## src/hsvrgb_pkg.sv

```systemverilog
package hsvrgb_pkg;

  // Fixed-point format of saturation, value and the color outputs.
  localparam int FRAC_BITS = 12;
  localparam int VAL_W     = FRAC_BITS + 1;
  localparam logic [VAL_W-1:0] ONE = VAL_W'(1) << FRAC_BITS;

  // Hue is in degrees times 64; one sector spans 60 degrees.
  localparam int HUE_W = 15;
  localparam logic [HUE_W-1:0] HUE_SECTOR = 15'd3840;
  localparam logic [HUE_W-1:0] HUE_FULL   = 15'd23040;
  localparam int REM_W = 12;

  // f = floor(rem * ONE / 3840) = floor((rem << (FRAC_BITS - 8)) / 15).
  // The divide by 15 is a multiply by ceil(2^23 / 15) and a shift, exact for
  // every dividend below 2^23 / 7, which covers the whole FRAC_BITS range.
  localparam int REM_SH      = FRAC_BITS - 8;
  localparam int X_W         = REM_W + REM_SH;
  localparam int RECIP_W     = 20;
  localparam logic [RECIP_W-1:0] RECIP_15 = 20'd559241;
  localparam int RECIP_SHIFT = 23;

  // Sector codes, one per 60 degrees of hue.
  localparam int SECT_W = 3;
  localparam logic [SECT_W-1:0] SECT_RED_YEL = 3'd0;
  localparam logic [SECT_W-1:0] SECT_YEL_GRN = 3'd1;
  localparam logic [SECT_W-1:0] SECT_GRN_CYN = 3'd2;
  localparam logic [SECT_W-1:0] SECT_CYN_BLU = 3'd3;
  localparam logic [SECT_W-1:0] SECT_BLU_MAG = 3'd4;
  localparam logic [SECT_W-1:0] SECT_MAG_RED = 3'd5;

  typedef struct packed {
    logic [HUE_W-1:0] hue;
    logic [VAL_W-1:0] saturation;
    logic [VAL_W-1:0] brightness;
  } hsv_in_t;

  typedef struct packed {
    logic [VAL_W-1:0] red;
    logic [VAL_W-1:0] green;
    logic [VAL_W-1:0] blue;
  } rgb_out_t;

  // After hue split and clamping.
  typedef struct packed {
    logic [SECT_W-1:0] sector;
    logic [REM_W-1:0]  rem;
    logic [VAL_W-1:0]  sat;
    logic [VAL_W-1:0]  val;
  } prep_t;

  // After the hue fraction and p are formed.
  typedef struct packed {
    logic [SECT_W-1:0]    sector;
    logic [FRAC_BITS-1:0] frac;
    logic [VAL_W-1:0]     p;
    logic [VAL_W-1:0]     sat;
    logic [VAL_W-1:0]     val;
  } frac_t;

  // After the saturation-scaled factors (1 - s*f) and (1 - s*(1-f)).
  typedef struct packed {
    logic [SECT_W-1:0] sector;
    logic [VAL_W-1:0]  p;
    logic [VAL_W-1:0]  fac_q;
    logic [VAL_W-1:0]  fac_t;
    logic [VAL_W-1:0]  val;
  } factor_t;

  // All three products ready for the output ordering.
  typedef struct packed {
    logic [SECT_W-1:0] sector;
    logic [VAL_W-1:0]  p;
    logic [VAL_W-1:0]  q;
    logic [VAL_W-1:0]  t;
    logic [VAL_W-1:0]  val;
  } prod_t;

endpackage

```

## src/hsvrgb_prep.sv

```systemverilog
module hsvrgb_prep (
  input  logic                clk,
  input  logic                rst_n,
  input  logic                up_valid,
  output logic                up_ready,
  input  hsvrgb_pkg::hsv_in_t up_data,
  output logic                dn_valid,
  input  logic                dn_ready,
  output hsvrgb_pkg::prep_t   dn_data
);
  import hsvrgb_pkg::*;

  logic [HUE_W-1:0]  hue_w;
  logic [HUE_W-1:0]  base;
  logic [SECT_W-1:0] sector;
  prep_t             data_nxt;
  prep_t             data_r;
  logic              valid_r;

  always_comb begin
    hue_w = (up_data.hue >= HUE_FULL) ? up_data.hue - HUE_FULL : up_data.hue;
    sector = SECT_RED_YEL;
    base   = '0;
    for (int k = 1; k < 6; k++) begin
      if (hue_w >= HUE_W'(k * HUE_SECTOR)) begin
        sector = SECT_W'(k);
        base   = HUE_W'(k * HUE_SECTOR);
      end
    end
    data_nxt.sector = sector;
    data_nxt.rem    = REM_W'(hue_w - base);
    data_nxt.sat    = (up_data.saturation > ONE) ? ONE : up_data.saturation;
    data_nxt.val    = (up_data.brightness > ONE) ? ONE : up_data.brightness;
  end

  assign up_ready = !valid_r || dn_ready;

  always_ff @(posedge clk) begin
    if (!rst_n) begin
      valid_r <= 1'b0;
    end else if (up_ready) begin
      valid_r <= up_valid;
    end
  end

  always_ff @(posedge clk) begin
    if (up_ready && up_valid) begin
      data_r <= data_nxt;
    end
  end

  assign dn_valid = valid_r;
  assign dn_data  = data_r;

  a_sector_range : assert property (@(posedge clk) disable iff (!rst_n)
    valid_r |-> (data_r.sector <= SECT_MAG_RED) && (REM_W'(data_r.rem) < REM_W'(HUE_SECTOR)))
    else $error("hue split out of range");

endmodule

```

## src/hsvrgb_arith.sv

```systemverilog
module hsvrgb_arith (
  input  logic              clk,
  input  logic              rst_n,
  input  logic              up_valid,
  output logic              up_ready,
  input  hsvrgb_pkg::prep_t up_data,
  output logic              dn_valid,
  input  logic              dn_ready,
  output hsvrgb_pkg::prod_t dn_data
);
  import hsvrgb_pkg::*;

  logic [X_W-1:0]             rem_x;
  logic [X_W+RECIP_W-1:0]     frac_prod;
  logic [2*VAL_W-1:0]         p_prod;
  logic [VAL_W+FRAC_BITS-1:0] sf_prod;
  logic [2*VAL_W-1:0]         sg_prod;
  logic [2*VAL_W-1:0]         q_prod;
  logic [2*VAL_W-1:0]         t_prod;

  frac_t   s2_nxt, s2_r;
  factor_t s3_nxt, s3_r;
  prod_t   s4_nxt, s4_r;
  logic    v2_r, v3_r, v4_r;
  logic    rdy2, rdy3, rdy4;

  assign rdy4     = !v4_r || dn_ready;
  assign rdy3     = !v3_r || rdy4;
  assign rdy2     = !v2_r || rdy3;
  assign up_ready = rdy2;

  // Hue fraction and p = v*(1-s).
  always_comb begin
    rem_x     = X_W'(up_data.rem) << REM_SH;
    frac_prod = (X_W+RECIP_W)'(rem_x) * (X_W+RECIP_W)'(RECIP_15);
    p_prod    = (2*VAL_W)'(up_data.val) * (2*VAL_W)'(ONE - up_data.sat);
    s2_nxt.sector = up_data.sector;
    s2_nxt.frac   = FRAC_BITS'(frac_prod >> RECIP_SHIFT);
    s2_nxt.p      = VAL_W'(p_prod >> FRAC_BITS);
    s2_nxt.sat    = up_data.sat;
    s2_nxt.val    = up_data.val;
  end

  // Factors 1 - s*f and 1 - s*(1-f).
  always_comb begin
    sf_prod = (VAL_W+FRAC_BITS)'(s2_r.sat) * (VAL_W+FRAC_BITS)'(s2_r.frac);
    sg_prod = (2*VAL_W)'(s2_r.sat) * (2*VAL_W)'(ONE - VAL_W'(s2_r.frac));
    s3_nxt.sector = s2_r.sector;
    s3_nxt.p      = s2_r.p;
    s3_nxt.fac_q  = ONE - VAL_W'(sf_prod >> FRAC_BITS);
    s3_nxt.fac_t  = ONE - VAL_W'(sg_prod >> FRAC_BITS);
    s3_nxt.val    = s2_r.val;
  end

  // q = v * (1 - s*f), t = v * (1 - s*(1-f)).
  always_comb begin
    q_prod = (2*VAL_W)'(s3_r.val) * (2*VAL_W)'(s3_r.fac_q);
    t_prod = (2*VAL_W)'(s3_r.val) * (2*VAL_W)'(s3_r.fac_t);
    s4_nxt.sector = s3_r.sector;
    s4_nxt.p      = s3_r.p;
    s4_nxt.q      = VAL_W'(q_prod >> FRAC_BITS);
    s4_nxt.t      = VAL_W'(t_prod >> FRAC_BITS);
    s4_nxt.val    = s3_r.val;
  end

  always_ff @(posedge clk) begin
    if (!rst_n) begin
      v2_r <= 1'b0;
      v3_r <= 1'b0;
      v4_r <= 1'b0;
    end else begin
      if (rdy2) v2_r <= up_valid;
      if (rdy3) v3_r <= v2_r;
      if (rdy4) v4_r <= v3_r;
    end
  end

  always_ff @(posedge clk) begin
    if (rdy2 && up_valid) s2_r <= s2_nxt;
    if (rdy3 && v2_r)     s3_r <= s3_nxt;
    if (rdy4 && v3_r)     s4_r <= s4_nxt;
  end

  assign dn_valid = v4_r;
  assign dn_data  = s4_r;

  a_grey_p : assert property (@(posedge clk) disable iff (!rst_n)
    (v2_r && (s2_r.sat == '0)) |-> (s2_r.p == s2_r.val))
    else $error("zero saturation must give p equal to value");

  a_factor_range : assert property (@(posedge clk) disable iff (!rst_n)
    v3_r |-> (s3_r.fac_q <= ONE) && (s3_r.fac_t <= ONE))
    else $error("scaled factor exceeds one");

endmodule

```

## src/hsvrgb_order.sv

```systemverilog
module hsvrgb_order (
  input  logic                 clk,
  input  logic                 rst_n,
  input  logic                 up_valid,
  output logic                 up_ready,
  input  hsvrgb_pkg::prod_t    up_data,
  output logic                 dn_valid,
  input  logic                 dn_ready,
  output hsvrgb_pkg::rgb_out_t dn_data
);
  import hsvrgb_pkg::*;

  rgb_out_t rgb_nxt;
  rgb_out_t rgb_r;
  logic     valid_r;

  always_comb begin
    unique case (up_data.sector)
      SECT_RED_YEL: rgb_nxt = '{red: up_data.val, green: up_data.t,   blue: up_data.p};
      SECT_YEL_GRN: rgb_nxt = '{red: up_data.q,   green: up_data.val, blue: up_data.p};
      SECT_GRN_CYN: rgb_nxt = '{red: up_data.p,   green: up_data.val, blue: up_data.t};
      SECT_CYN_BLU: rgb_nxt = '{red: up_data.p,   green: up_data.q,   blue: up_data.val};
      SECT_BLU_MAG: rgb_nxt = '{red: up_data.t,   green: up_data.p,   blue: up_data.val};
      default:      rgb_nxt = '{red: up_data.val, green: up_data.p,   blue: up_data.q};
    endcase
  end

  assign up_ready = !valid_r || dn_ready;

  always_ff @(posedge clk) begin
    if (!rst_n) begin
      valid_r <= 1'b0;
    end else if (up_ready) begin
      valid_r <= up_valid;
    end
  end

  always_ff @(posedge clk) begin
    if (up_ready && up_valid) begin
      rgb_r <= rgb_nxt;
    end
  end

  assign dn_valid = valid_r;
  assign dn_data  = rgb_r;

  a_out_range : assert property (@(posedge clk) disable iff (!rst_n)
    valid_r |-> (rgb_r.red <= ONE) && (rgb_r.green <= ONE) && (rgb_r.blue <= ONE))
    else $error("color channel exceeds one");

endmodule

```

## src/hsv_to_rgb_converter.sv

```systemverilog
// Channel   Direction  Payload                              Transfer when
// in_       input      hue, saturation, brightness          in_valid && in_ready
// out_      output     red, green, blue                     out_valid && out_ready
//
// The item passes five registers from an input transfer to the matching
// result being offered: hue split (loaded at the input transfer), fraction
// and p, scaled factors, q and t products, and the output register. One
// pixel can be taken every cycle while out_ready is high; the rate is set
// by the five-stage register pipeline, with at most one multiplier pair per stage.
// Reset (rst_n low, synchronous) clears every stage valid bit; data registers
// are not reset. When out_ready is low, stages fill from the output backward
// and in_ready drops only once the pipe is full, so nothing is lost or repeated.
module hsv_to_rgb_converter (
  input  logic                 clk,
  input  logic                 rst_n,
  input  logic                 in_valid,
  output logic                 in_ready,
  input  hsvrgb_pkg::hsv_in_t  in_data,
  output logic                 out_valid,
  input  logic                 out_ready,
  output hsvrgb_pkg::rgb_out_t out_data
);
  import hsvrgb_pkg::*;

  // Hue split and clamp stage to arithmetic stages.
  logic  prep_valid;
  logic  prep_ready;
  prep_t prep_data;

  // Arithmetic stages to the output ordering stage.
  logic  prod_valid;
  logic  prod_ready;
  prod_t prod_data;

  // Wrap the hue, split it into a 60-degree sector and remainder, and clamp
  // saturation and value to one.
  hsvrgb_prep u_prep (
    .clk      (clk),
    .rst_n    (rst_n),
    .up_valid (in_valid),
    .up_ready (in_ready),
    .up_data  (in_data),
    .dn_valid (prep_valid),
    .dn_ready (prep_ready),
    .dn_data  (prep_data)
  );

  // Three stages of truncating products. A zero saturation makes p, q and t
  // all equal the value, so grey needs no separate path.
  hsvrgb_arith u_arith (
    .clk      (clk),
    .rst_n    (rst_n),
    .up_valid (prep_valid),
    .up_ready (prep_ready),
    .up_data  (prep_data),
    .dn_valid (prod_valid),
    .dn_ready (prod_ready),
    .dn_data  (prod_data)
  );

  // Pick the channel order from the sector and hold the result for transfer.
  hsvrgb_order u_order (
    .clk      (clk),
    .rst_n    (rst_n),
    .up_valid (prod_valid),
    .up_ready (prod_ready),
    .up_data  (prod_data),
    .dn_valid (out_valid),
    .dn_ready (out_ready),
    .dn_data  (out_data)
  );

  // Every stage frees up when the consumer is ready, so the input must be too.
  a_ready_chain : assert property (@(posedge clk) disable iff (!rst_n)
    out_ready |-> in_ready)
    else $error("input stalled while output is ready");

endmodule

```

## config.mk

```make
export PLATFORM = sky130hd
export DESIGN_NAME = hsv_to_rgb_converter
export DESIGN_NICKNAME = d
export VERILOG_FILES = /design/src/hsvrgb_pkg.sv /design/src/hsvrgb_prep.sv /design/src/hsvrgb_arith.sv /design/src/hsvrgb_order.sv /design/src/hsv_to_rgb_converter.sv
export SDC_FILE = /design/constraint.sdc
export NUM_CORES = 2
export LEC_CHECK = 0
export ABC_AREA = 1
export BUFFER_PORTS_ARGS = -buffer_cell sky130_fd_sc_hd__buf_2
export CAP_MARGIN = 20
export CELL_PAD_IN_SITES_DETAIL_PLACEMENT = 1
export CELL_PAD_IN_SITES_GLOBAL_PLACEMENT = 2
export CORE_ASPECT_RATIO = 1.1
export CORE_MARGIN = 5
export CORE_UTILIZATION = 37
export DETAILED_ROUTE_END_ITERATION = 8
export PLACE_DENSITY_LB_ADDON = 0.25
export SETUP_SLACK_MARGIN = 0.5
export SLEW_MARGIN = 10
export SYNTH_ARGS = -nofsm -noshare
export SYNTH_HDL_FRONTEND = slang
export SYNTH_SLANG_ARGS = --single-unit
```

## constraint.sdc

```tcl
create_clock -name clk -period 6.8 [get_ports clk]
set_input_delay 1.36 -clock clk [delete_from_list [all_inputs] [get_ports clk]]
set_output_delay 1.36 -clock clk [all_outputs]
set_load 0.005 [all_outputs]
```

==> impl_metrics.toml <==
[sta]
fin_crit_sh_pct = 93.6
setup_viol = 0
setup-tns-final_ps = 0
maxSlewHeadroom_pct = 26.9
tightest_slew_ps = 1090
rsz0062_at_grt = "true"
fmax_ghz = 0.157
period_needed_ps = 6360
maxSlewViolCount = 0
final_hold_viol_count = 0
fin_hold_ws_ps = 412
skew_ps = 16.4

[floorplanning]
dieWidth_um = 321
die_area_um2 = 113000
initial_core_util_pct = 37.3
die_y_um = 352
coreArea_um2 = 106000
rows = 125
ios = 86

[logic_synthesis]
synth.area.mux_share_pct = 0
synth_top_area_share_pct = 32.6
synth_edf_count = 244
synth_area_per_cell_um2 = 8.39
ys.flop_type = "edfxtp_1"
ys_async_sr_fraction_pct = 0
ys_types = 61
synth_top_family_by_area = "adder cells"
synth_compound_area_share_pct = 5.24
synth-xor-area-share_pct = 2.08
ys_seq_elements = 249
synth_commonest_cells = "inv_1 (1184), nand2_1 (1146), fa_1 (642)"
synth.area.top_cells = "fa_1 (33%), edfxtp_1 (19%), inv_1 (11%)"
ys_seq_area_share_pct = 18.8
synth_area_um2 = 39400
synthAdderAreaFrac_pct = 43.8
synth_nets = 5736
synth_top_area_cell = "fa_1"
synth_most_common_cell = "inv_1"
synth-simple-area-share_pct = 17.2
yosysWarnings = 0
synthCells = 4697

[global_routing]
grt_max_degree = 56
first_global_vias = 33600
grt_pass1_wl_um = 184000
grtUsageTotal_pct = 20.2
gr-total-overflow = 0
grt_antenna_before_repair = 2

[detailed_routing]
finalWirelength_um = 113000
ant_nets = 0
drt_first_iter_violations = 1270
dr.pass1.iters = 4
wl_per_cell_um = 18.1
drc = 0
vias = 30300
avgViaCountPerCell = 4.82

[worst_hold_path]
min_to = "u_arith.s3_r[1]$_DFFE_PP_"
hp-class = "reg2reg"
min_delay_path_depth = 0
hp-start = "u_arith.s2_r[1]$_DFFE_PP_"

[worst_setup_path]
worstRegToRegCells = 35
crit_fanout = 3
required_ps = 7160
cp.arrival_ps = 6730
reg2reg_slack_ps = 440
end_kind = "register"
timing.rr.start = "u_arith.s2_r[39]$_DFFE_PP_"
worstSetupPathType = "reg2reg"
crit_slowest_cell = "fa_1"
cp_common_cell = "nand2_1"
start_kind = "register"
cpPeakStageDelay_ps = 540
r2r-end = "u_arith.s3_r[23]$_DFFE_PP_"

[clock_network]
clk_pin_slew_worst_paths_ps = 70
tritoncts.num_buffers = 31
clk-insertion-delay-late_ps = 620
cts.path.max_buffers = 3
cts_tree = "yes"
cts.sinks = 249
htree_num_levels = 1
holdBufCountCts = 0
ctsRootBufferMaster = "clkbuf_16"

[place]
place_inst = 6131
dp_hpwl_um = 93700
routabilityCongestion = 0.847
portBuffers = 85

[cells_and_area]
area_delta_synth_final_pct = 12.9
finalNonFillerCells = 6275
post-route-util_pct = 42.1
n_fill_cell = 12600
diodes = 0
regArea_um2 = 7430
layout.nets = 5892
drive_gt1_share_pct = 11.7
multi_input_comb_area_um2 = 27700

[run]
max_cap_viol_count = 0

[run_status]
status = "complete, no violations"
final cells by class:
type	instances	share of cell area, %
Sequential cell	249	16.7
Timing Repair Buffer	264	4.42
Clock inverter	23	0.591
Tap cell	1397	3.93
Timing Repair inverter	1	0.0113
Clock buffer	35	1.78
Multi-Input combinational cell	3099	62.3
Inverter	1207	10.3
repair_timing:
item	4_1_cts	5_1_grt
endpoints found under the setup margin	14	34
hold endpoints to repair	0	0
setup buffers	16	67
resized for setup	39	175
pin swaps	16	91
gates cloned	0	1
flip-flops by register name, summed over array words and instances (netlist names):
register          cells
u_prep.dn_data       41
u_order.dn_data      39
u_prep.dn_valid       1
u_arith.s2_r         54
u_order.dn_valid      1
u_arith.dn_valid      1
u_arith.dn_data      55
u_arith.v3_r          1
u_arith.s3_r         55
u_arith.v2_r          1
placed cells by master, fill, tap and decap left out, types with 12 or more instances in the layout:
master	instances
a21oi_1	124
inv_1	1168
o21ai_1	16
nand2_2	59
xnor2_1	29
buf_2	85
nor2_4	20
a31oi_1	12
a22oi_1	29
inv_2	21
nand3b_1	13
nand4_1	38
buf_12	14
nor2_1	271
fa_1	639
nor2_2	27
nor3_1	15
o21ai_0	79
clkbuf_16	31
clkinv_1	12
nand3_2	14
xor2_1	55
ha_1	329
ha_4	13
nand2_4	12
buf_4	159
edfxtp_1	244
nand2_1	1101
nand3_1	55
a21oi_2	18
worst max-delay path, delay by kind of cell (launching register included):
kind | cells | cell delay (ps)
adder cells (fa/ha/maj) | 7 | 3060
AND/OR/NAND/NOR | 21 | 2150
AO/OA/AOI/OAI | 1 | 150
flip-flops | 1 | 420
buffers and inverters | 6 | 340
kinds of logic (layout without fill, tap and decap cells):
group,count (synthesis),in the layout
compound gates,355,355
xor+xnor,91,91
fa+ha+maj,994,994
buf+inv,1349,1530
flops,249,249
simple gates,1659,1659
stage by stage:
step / setup WS (ps) / area [um^2]
floorplan: 508 / 39500
global placement: 271 / 41800
detailed placement: 193 / 41800
CTS: 485 / 43100
global route: 83.9 / 44500
finish: 437 / 44500
metal layers:
layer | vias up | global-route usage [%] | part of all wire (%)
met1 | 15500 | 27.0 | 45
met3 | 76 | 1.73 | 2.5
met4 | 0 | 3.01 | 1.5
li1 | 14400 | - | -
met5 | - | 0 | 0
met2 | 333 | 36.5 | 51
worst max-delay path by stage:
stage,startpoint,end,depth (start not counted)
finish,u_arith.s2_r[39]$_DFFE_PP_,u_arith.s3_r[23]$_DFFE_PP_,35
global route,u_arith.s2_r[39]$_DFFE_PP_,u_arith.s3_r[24]$_DFFE_PP_,34
CTS,u_arith.s2_r[39]$_DFFE_PP_,u_arith.s3_r[23]$_DFFE_PP_,36
detailed placement,u_arith.s2_r[39]$_DFFE_PP_,u_arith.s3_r[23]$_DFFE_PP_,34
global placement,u_arith.s2_r[39]$_DFFE_PP_,u_arith.s3_r[23]$_DFFE_PP_,34
floorplan,u_arith.s2_r[39]$_DFFE_PP_,u_arith.s3_r[23]$_DFFE_PP_,37
Power is not shown: default switching activity piles up to over one toggle a cycle in this logic, so the estimate is an artifact.
